==> config.mk <==
export PLATFORM = sky130hd
export DESIGN_NAME = material_name_classifier
export DESIGN_NICKNAME = d
export VERILOG_FILES = /design/src/sv/mcls_pkg.sv /design/src/sv/mcls_cell.sv /design/src/sv/mcls_match.sv /design/src/sv/material_name_classifier.sv
export VERILOG_INCLUDE_DIRS = /design/src /design/src/sv
export SDC_FILE = /design/constraint.sdc
export NUM_CORES = 1
export LEC_CHECK = 0
export BUFFER_PORTS_ARGS = -buffer_cell sky130_fd_sc_hd__buf_2
export CORE_MARGIN = 4
export CORE_UTILIZATION = 35
export CTS_BUF_LIST = sky130_fd_sc_hd__clkbuf_4 sky130_fd_sc_hd__clkbuf_8
export CTS_CLUSTER_SIZE = 12
export DETAILED_ROUTE_END_ITERATION = 7
export GPL_TIMING_DRIVEN = 0
export HOLD_SLACK_MARGIN = 0.02
export PLACE_DENSITY_LB_ADDON = 0.12
export SLEW_MARGIN = 20
export SYNTH_ARGS = -nofsm -noshare
export SYNTH_HDL_FRONTEND = slang
export SYNTH_SLANG_ARGS = --single-unit
==> constraint.sdc <==
create_clock -name clk -period 3.18 [get_ports clk]
set_input_delay 0.477 -clock clk [delete_from_list [all_inputs] [get_ports clk]]
set_output_delay 0.477 -clock clk [all_outputs]
set_load 0.01 [all_outputs]
==> src/sv/material_name_classifier_macros.svh <==
// Assertion macros for the material name classifier.
// Each macro expects signals clk and arst_n in the including scope.
`ifndef MATERIAL_NAME_CLASSIFIER_MACROS_SVH
`define MATERIAL_NAME_CLASSIFIER_MACROS_SVH

// Same-cycle implication, disabled while in reset
`define MCLS_ASSERT_IMP(label, ante, cons, msg) \
	label: assert property (@(posedge clk) disable iff (!arst_n) (ante) |-> (cons)) \
		else $error(msg);

// Next-cycle implication, disabled while in reset
`define MCLS_ASSERT_NXT(label, ante, cons, msg) \
	label: assert property (@(posedge clk) disable iff (!arst_n) (ante) |=> (cons)) \
		else $error(msg);

`endif

==> src/sv/mcls_pkg.sv <==
// Shared types, needle constants and byte helpers for the material name classifier.
// No dependencies; used by mcls_cell, mcls_match and material_name_classifier.
`timescale 1ns / 1ps

package mcls_pkg;

	// Window depth in characters, current one included
	localparam int WINDOW_CHARS = 10;
	localparam int BASE_NEEDLES = 20;
	localparam int FOUND_W      = 26;

	// Found flag positions above the base needles
	localparam int BIT_CARBON     = 20;
	localparam int BIT_GLASS      = 21;
	localparam int BIT_FIBERGLASS = 22;
	localparam int BIT_CF         = 23;
	localparam int BIT_GF         = 24;
	localparam int BIT_GF25       = 25;

	typedef enum logic [3:0] {
		BASE_PAHT = 4'd0,
		BASE_PPA  = 4'd1,
		BASE_PPS  = 4'd2,
		BASE_PCTG = 4'd3,
		BASE_PETG = 4'd4,
		BASE_PET  = 4'd5,
		BASE_TPU  = 4'd6,
		BASE_PVA  = 4'd7,
		BASE_ASA  = 4'd8,
		BASE_ABS  = 4'd9,
		BASE_HIPS = 4'd10,
		BASE_PC   = 4'd11,
		BASE_PP   = 4'd12,
		BASE_PA   = 4'd13,
		BASE_PLA  = 4'd14
	} base_code_t;

	typedef enum logic [1:0] {
		FIBRE_NONE = 2'd0,
		FIBRE_CF   = 2'd1,
		FIBRE_GF   = 2'd2
	} fibre_code_t;

	// Needle text: byte j holds the character j positions back from the end,
	// so a string literal lands with its last letter in the low byte.
	// Bytes past the needle length are zero.
	typedef logic [8*WINDOW_CHARS-1:0] needle_t;

	// Lowercased window: byte k is the character k positions back (0 = current)
	typedef logic [WINDOW_CHARS-1:0][7:0] win_t;

	localparam needle_t BASE_NEEDLE [BASE_NEEDLES] = '{
		needle_t'("paht"), needle_t'("ppa"),  needle_t'("pps"),   needle_t'("pctg"),
		needle_t'("petg"), needle_t'("pet-"), needle_t'("pet "),  needle_t'("tpu"),
		needle_t'("tpe"),  needle_t'("pva"),  needle_t'("bvoh"),  needle_t'("asa"),
		needle_t'("abs"),  needle_t'("hips"), needle_t'("pc"),    needle_t'("pp"),
		needle_t'("pa12"), needle_t'("nylon"), needle_t'("pa"),   needle_t'("pla")
	};

	localparam base_code_t BASE_CODE [BASE_NEEDLES] = '{
		BASE_PAHT, BASE_PPA, BASE_PPS, BASE_PCTG, BASE_PETG, BASE_PET, BASE_PET,
		BASE_TPU, BASE_TPU, BASE_PVA, BASE_PVA, BASE_ASA, BASE_ABS, BASE_HIPS,
		BASE_PC, BASE_PP, BASE_PA, BASE_PA, BASE_PA, BASE_PLA
	};

	// Fibre substrings: carbon, glass, fiberglass
	localparam needle_t SUB_NEEDLE [3] = '{
		needle_t'("carbon"), needle_t'("glass"), needle_t'("fiberglass")
	};

	// Bounded tokens: CF, GF, GF25, with the window position of the left neighbor
	localparam needle_t TOK_NEEDLE [3] = '{
		needle_t'("cf"), needle_t'("gf"), needle_t'("gf25")
	};
	localparam int TOK_LEFT [3] = '{2, 2, 4};

	// Cell control, shared by every stage of the window
	typedef struct packed {
		logic shift;
		logic clear;
	} cell_ctrl_t;

	// What each window cell presents to the matcher and to its neighbor
	typedef struct packed {
		logic [7:0] raw;
		logic [7:0] lower;
		logic       alnum;
	} cell_tap_t;

	// Matches ending at the current character
	typedef struct packed {
		logic [2:0]              tok;
		logic [2:0]              sub;
		logic [BASE_NEEDLES-1:0] base;
		logic                    cur_alnum;
	} hits_t;

	function automatic logic [7:0] to_lower(input logic [7:0] c);
		if (c >= 8'h41 && c <= 8'h5A) begin
			return c + 8'd32;
		end
		return c;
	endfunction

	function automatic logic is_alnum(input logic [7:0] c);
		return (c >= 8'h30 && c <= 8'h39) || (c >= 8'h41 && c <= 8'h5A) ||
			(c >= 8'h61 && c <= 8'h7A);
	endfunction

	// Needle letters are never zero, so empty window slots never match
	function automatic logic ends_here(input win_t w, input needle_t n);
		logic ok;
		ok = 1'b1;
		for (int j = 0; j < WINDOW_CHARS; j++) begin
			if (n[8*j +: 8] != 8'd0 && w[j] != n[8*j +: 8]) begin
				ok = 1'b0;
			end
		end
		return ok;
	endfunction

endpackage

==> src/sv/mcls_cell.sv <==
// One character cell of the classifier window: holds a byte, hands it on.
// Depends on mcls_pkg for the control and tap types and byte helpers.
`timescale 1ns / 1ps

module mcls_cell
	import mcls_pkg::*;
(
	input  logic       clk,
	input  logic       arst_n,
	input  cell_ctrl_t ctrl,
	input  logic [7:0] din,
	output cell_tap_t  tap
);

	logic [7:0] byte_q;

	// Clear at end of name, otherwise advance on each taken character
	always_ff @(posedge clk or negedge arst_n) begin
		if (!arst_n) begin
			byte_q <= 8'd0;
		end else if (ctrl.clear) begin
			byte_q <= 8'd0;
		end else if (ctrl.shift) begin
			byte_q <= din;
		end
	end

	// Present the stored byte, folded to lower case, and its class
	assign tap.raw   = byte_q;
	assign tap.lower = to_lower(byte_q);
	assign tap.alnum = is_alnum(byte_q);

endmodule

==> src/sv/mcls_match.sv <==
// Parallel needle compare over the current character and the window cells.
// Depends on mcls_pkg for needle tables, window and hit types.
`timescale 1ns / 1ps

module mcls_match
	import mcls_pkg::*;
(
	input  logic [7:0] cur,
	input  cell_tap_t  taps [WINDOW_CHARS-1],
	output hits_t      hits
);

	win_t w;
	logic [WINDOW_CHARS-1:0] alnum_at;

	// Assemble the lowercased window, current character at position zero
	always_comb begin
		w[0]        = to_lower(cur);
		alnum_at[0] = is_alnum(cur);
		for (int k = 1; k < WINDOW_CHARS; k++) begin
			w[k]        = taps[k-1].lower;
			alnum_at[k] = taps[k-1].alnum;
		end
	end

	// Compare every needle against the window in parallel
	always_comb begin
		hits.cur_alnum = alnum_at[0];
		for (int i = 0; i < BASE_NEEDLES; i++) begin
			hits.base[i] = ends_here(w, BASE_NEEDLE[i]);
		end
		for (int i = 0; i < 3; i++) begin
			hits.sub[i] = ends_here(w, SUB_NEEDLE[i]);
			// a token needs a non-alphanumeric left neighbor or the name start
			hits.tok[i] = ends_here(w, TOK_NEEDLE[i]) && !alnum_at[TOK_LEFT[i]];
		end
	end

endmodule

==> src/sv/material_name_classifier.sv <==
// Material name classifier: takes one character per cycle, back to back, with
// no gap between names. Each character shifts into a row of nine window cells
// and is compared against all needles in the same cycle; on the character
// marked tlast the base and fibre codes are registered and shown on the
// master side in the next cycle, and the state is cleared for the next name.
// The slave side stalls only while a finished result waits and m_tready is low.
// Depends on mcls_pkg, mcls_cell, mcls_match and the assertion macro header.
`timescale 1ns / 1ps
`include "material_name_classifier_macros.svh"

module material_name_classifier
	import mcls_pkg::*;
(
	input  logic       clk,
	input  logic       arst_n,
	input  logic       s_tvalid,
	output logic       s_tready,
	input  logic [7:0] s_tdata,   // [7:0] char_code
	input  logic       s_tuser,   // [0] has_char
	input  logic       s_tlast,   // end_of_name
	output logic       m_tvalid,
	input  logic       m_tready,
	output logic [7:0] m_tdata    // [3:0] base_code, [5:4] fibre_code, [7:6] zero
);

	logic                s_xfer;
	logic                take;
	cell_ctrl_t          ctrl;
	cell_tap_t           taps [WINDOW_CHARS-1];
	hits_t               hits;
	logic [FOUND_W-1:0]  found_q;
	logic [2:0]          pending_q;
	logic [2:0]          resolved;
	logic [FOUND_W-1:0]  found_take;
	logic [2:0]          pending_next;
	logic [FOUND_W-1:0]  found_final;
	base_code_t          base_sel;
	fibre_code_t         fibre_sel;
	logic                m_tvalid_q;
	base_code_t          base_q;
	fibre_code_t         fibre_q;

	// Accept while the result register is free or being drained
	assign s_tready = !m_tvalid_q || m_tready;
	assign s_xfer   = s_tvalid && s_tready;
	assign take     = s_xfer && s_tuser;

	assign ctrl.shift = take;
	assign ctrl.clear = s_xfer && s_tlast;

	// Chain of window cells, newest first
	for (genvar g = 0; g < WINDOW_CHARS-1; g++) begin : g_cell
		if (g == 0) begin : g_head
			mcls_cell u_cell (
				.clk   (clk),
				.arst_n(arst_n),
				.ctrl  (ctrl),
				.din   (s_tdata),
				.tap   (taps[g])
			);
		end else begin : g_body
			mcls_cell u_cell (
				.clk   (clk),
				.arst_n(arst_n),
				.ctrl  (ctrl),
				.din   (taps[g-1].raw),
				.tap   (taps[g])
			);
		end
	end

	mcls_match u_match (
		.cur (s_tdata),
		.taps(taps),
		.hits(hits)
	);

	// Merge this character's matches; resolve tokens on a right boundary
	always_comb begin
		resolved     = (take && !hits.cur_alnum) ? pending_q : 3'b000;
		found_take   = found_q | (take ? {resolved, hits.sub, hits.base} : '0);
		pending_next = take ? hits.tok : pending_q;
		// end of name is a right boundary too
		found_final  = found_take | {pending_next, {(FOUND_W-3){1'b0}}};
	end

	// Pick the first base needle in table order, PLA by default; fibre code CF over GF, else none
	always_comb begin
		base_sel = BASE_PLA;
		for (int i = BASE_NEEDLES-1; i >= 0; i--) begin
			if (found_final[i]) begin
				base_sel = BASE_CODE[i];
			end
		end
		if (found_final[BIT_CF] || found_final[BIT_CARBON]) begin
			fibre_sel = FIBRE_CF;
		end else if (found_final[BIT_GF] || found_final[BIT_GF25] ||
				found_final[BIT_GLASS] || found_final[BIT_FIBERGLASS]) begin
			fibre_sel = FIBRE_GF;
		end else begin
			fibre_sel = FIBRE_NONE;
		end
	end

	// Hold sticky flags and pending tokens; drop them at end of name
	always_ff @(posedge clk or negedge arst_n) begin
		if (!arst_n) begin
			found_q   <= '0;
			pending_q <= 3'b000;
		end else if (s_xfer) begin
			if (s_tlast) begin
				found_q   <= '0;
				pending_q <= 3'b000;
			end else begin
				found_q   <= found_take;
				pending_q <= pending_next;
			end
		end
	end

	// Result valid: set on the last transfer, drop once taken
	always_ff @(posedge clk or negedge arst_n) begin
		if (!arst_n) begin
			m_tvalid_q <= 1'b0;
		end else if (s_xfer && s_tlast) begin
			m_tvalid_q <= 1'b1;
		end else if (m_tready) begin
			m_tvalid_q <= 1'b0;
		end
	end

	// Result payload
	always_ff @(posedge clk) begin
		if (s_xfer && s_tlast) begin
			base_q  <= base_sel;
			fibre_q <= fibre_sel;
		end
	end

	assign m_tvalid = m_tvalid_q;
	assign m_tdata  = {2'b00, fibre_q, base_q};

	// Checks
	`MCLS_ASSERT_NXT(a_result_follows_last, s_xfer && s_tlast, m_tvalid_q,
		"no result after a last transfer")
	`MCLS_ASSERT_NXT(a_state_cleared, s_xfer && s_tlast,
		found_q == '0 && pending_q == 3'b000, "state not cleared after end of name")
	`MCLS_ASSERT_IMP(a_codes_in_range, m_tvalid_q,
		m_tdata[5:4] != 2'd3 && m_tdata[3:0] != 4'd15, "result code out of range")

endmodule
==> out/results.tsv <==
metric	value	unit
status	completed	
Placer Congestion	0.881	
maximum clock path buffer count	2	
Synth area leader	dfrtp_1	
largest family of logic cells by synthesized area	simple AND/OR/NAND/NOR gates	
Slew headroom	0.437	
crit path max fanout	10	
All-Layer GR Usage	0.198	
initial antenna violation count	0	
GRT overflow	0	
crit share post-route	0.963	
core footprint	0.0174	mm^2
fmax	327	MHz
Yosys warning total	0	
worst hold path type	input port to register	
met1 Use GR	0.293	
synth top area cells	dfrtp_1 (41%), nand2_1 (8.8%), a21oi_1 (7.4%)	
Clk Latency, worst-skew pair	0.40	ns
Post-Synth Simple-Gate Area	0.282	
CTS sink count	107	
CP startpoint kind	register	
DR pass1 iterations	5	
CP arrival	3.30	ns
num ports	24	
Fin. Hold Viols	0	
Clock transition at path regs	0.11	ns
crit-path max cell delay	0.80	ns
Leak	0.00282	uW
Clock Skew	0.0127	ns
Seq pwr share	0.535	
Die ar.	0.0199	mm^2
Main synth FF type	dfrtp_1	
GRT busiest layer	met1	
DRC Markers	0	
sequential-to-total area share from yosys stat	0.436	
most common cell after layout, fill and taps aside	nand2_1	
combinational cell fraction of total power	0.148	
starting density of the core	0.357	
first-pass GRT wire length	31200	um
most frequent cells in the layout	nand2_1 (146), dfrtp_1 (101), a21oi_1 (92)	
Mapped Area	0.00620	mm^2
Critical-path top delay cell	nor4_2	
maximum vdd drop	0.166	mV
# port buffers	18	
ant diodes	0	
Chip Height	141	um
sw power	841	uW
Least-Margin Pin Slew	0.837	ns
Nets	781	
Sw Share	0.313	
Clock Power Share	0.317	
Distinct cells, synth	80	
Area Growth Syn to Fin	10.9	%
multiplexer share of the synthesized area	0	
number of global-route vias before repair	5577	
Routed Antenna Nets	0	
Initial DRC Count	515	
placed cell areas	0.00661	mm^2
Max Cap Viol	0	
ys async rst share	0.944	
setup bufs post-CTS	0	
Worst Setup Path Type	register to register	
Compound-Gate Fraction of Synth Area	0.203	
Pint	1850	uW
Non-Filler Instances	982	
gate count of the mapped netlist	720	
met2 GRT Util	0.292	
Routed WL	19100	um
pin count of the biggest net entering global routing	70	
xor/xnor share of the synthesized area	0.00141	
CP cell instances	clkbuf_1 > nor4_2 > a31oi_1 > nor3_1 > or4_4 > o21ai_1 > a2111o_2 > a41oi_2	
synthesized area per cell	8.62	um^2
layout cells sized above 1	0.120	
Hold Slack	0.336	ns
area share of the leading cell type in the synthesized netlist	0.407	
post-layout instance area	0.00688	mm^2
crit path capture type	register	
Pins Over Slew Limit	0	
Post-Synth Adder-Cell Area	0.0302	
met3 Use GR	0.0346	
htree depth	3	
Post-synth EDFFs	6	
Seq cells post-synth	107	
Num CTS Buffers	9	
Root Driver	clkbuf_8	
Post-Place Cells	965	
via count	5606	
PwrDens	391	mW/mm^2
RSZ-0062 raised after global routing	false	
detailed placement HPWL	14000	um
post-layout min period	3.06	ns
Finish-stage setup viols	0	
CTS tree	yes	
WP data required	3.42	ns
drt via density	5.71	
row count	48	
Die W	141	um
routed len/inst	19.4	um
Overall Power	2690	uW
-- cells by family after synthesis --
group | Yosys count
other | 1
buffers and inverters | 68
AOI/OAI and AO/OA | 190
DFF | 107
adders and majority gates | 15
xor gates and xnor gates | 1
and+or+nand+nor | 338
-- cell type report --
class | count | area, um^2
multi-input combinational | 546 | 3270
fill | 1796 | 10500
buffer | 48 | 218
clock buffer | 11 | 145
sequential | 107 | 2710
tap | 225 | 282
clock inverter | 5 | 45.0
inverter | 20 | 75.1
timing repair buffer | 20 | 134
-- what timing repair did --
| action | in CTS | in global routing |
|---|---|---|
| hold endpoints to repair | 32 | 0 |
| resized for setup | 6 | 6 |
| setup endpoints to repair | 4 | 4 |
| hold buffers | 1 | 0 |
-- critical path, delay by kind of cell, from the launching register on --
kind / cells / cell delay, ns
flops: 1 / 0.40
buf+inv: 1 / 0.27
simple gates: 3 / 1.38
compound gates: 4 / 0.86
-- through the flow --
step	setup TNS, ns	utilization	setup slack, ns
2_1_floorplan	0	-	0.535
3_3_place_gp	-0.307	0.379	-0.160
3_5_place_dp	-0.481	0.381	-0.151
4_1_cts	0	0.395	0.0249
5_1_grt	0	0.396	0.0101
6_report	0	0.396	0.118
-- cell usage after synthesis (all sizes together) (3+ instances only) --
cell type  number
buf            16
nand4b          3
dfrtp         101
clkbuf         32
a31oi           8
nor2b          16
or4            11
a22o           13
nor3           18
o21ai          28
nand4           9
nand3          11
o211a           4
nand2         147
and3            4
a311oi          4
nand2b          8
a41oi           7
nor4bb          6
or2             8
a31o            3
and2            5
inv            19
edfxtp          6
a21oi          92
nor4b           9
nand3b          3
and4b           4
o31ai           3
ha             15
o22ai           3
nor2           48
nor4           19
-- routing by layer --
layer,part of all wire,vias to the layer above
met1,0.50,2786
li1,-,2663
met2,0.43,133
met4,0.022,0
met5,0,-
met3,0.048,24
-- power by group through the flow --
stage | combinational (uW) | sequential (uW) | clock [uW]
floorplan | 245 | 1450 | 0
global placement | 372 | 1460 | 0
detailed placement | 385 | 1460 | 0
CTS | 391 | 1440 | 879
global route | 437 | 1440 | 927
finish | 397 | 1440 | 852
-- path summary, 6_finish.rpt --
check / start / end / slack [ns] / cells after the start
max: g_cell[1].g_body.u_cell.byte_q[2]$_DFFE_PN0P_ / fibre_q[1]$_SDFFCE_PP0P_ / 0.12 / 8
min: s_tlast / g_cell[0].g_head.u_cell.byte_q[7]$_DFFE_PN0P_ / 0.34 / 2
max reg2reg: g_cell[1].g_body.u_cell.byte_q[2]$_DFFE_PN0P_ / fibre_q[1]$_SDFFCE_PP0P_ / 0.12 / 8
min reg2reg: found_q[22]$_DFFE_PN0P_ / found_q[22]$_DFFE_PN0P_ / 0.51 / 2
max in group asynchronous: arst_n / g_cell[4].g_body.u_cell.byte_q[0]$_DFFE_PN0P_ / 2.00 / 3
min in group asynchronous: arst_n / g_cell[0].g_head.u_cell.byte_q[6]$_DFFE_PN0P_ / 0.53 / 2
-- sequential cells by signal, summed over array words and instances (netlist names) --
name / count
base_q: 4
fibre_q: 2
found_q: 25
g_cell.g_body.u_cell.byte_q: 64
g_cell.g_head.u_cell.byte_q: 8
m_tvalid: 1
pending_q: 3
(Power assumes the default switching activity.)
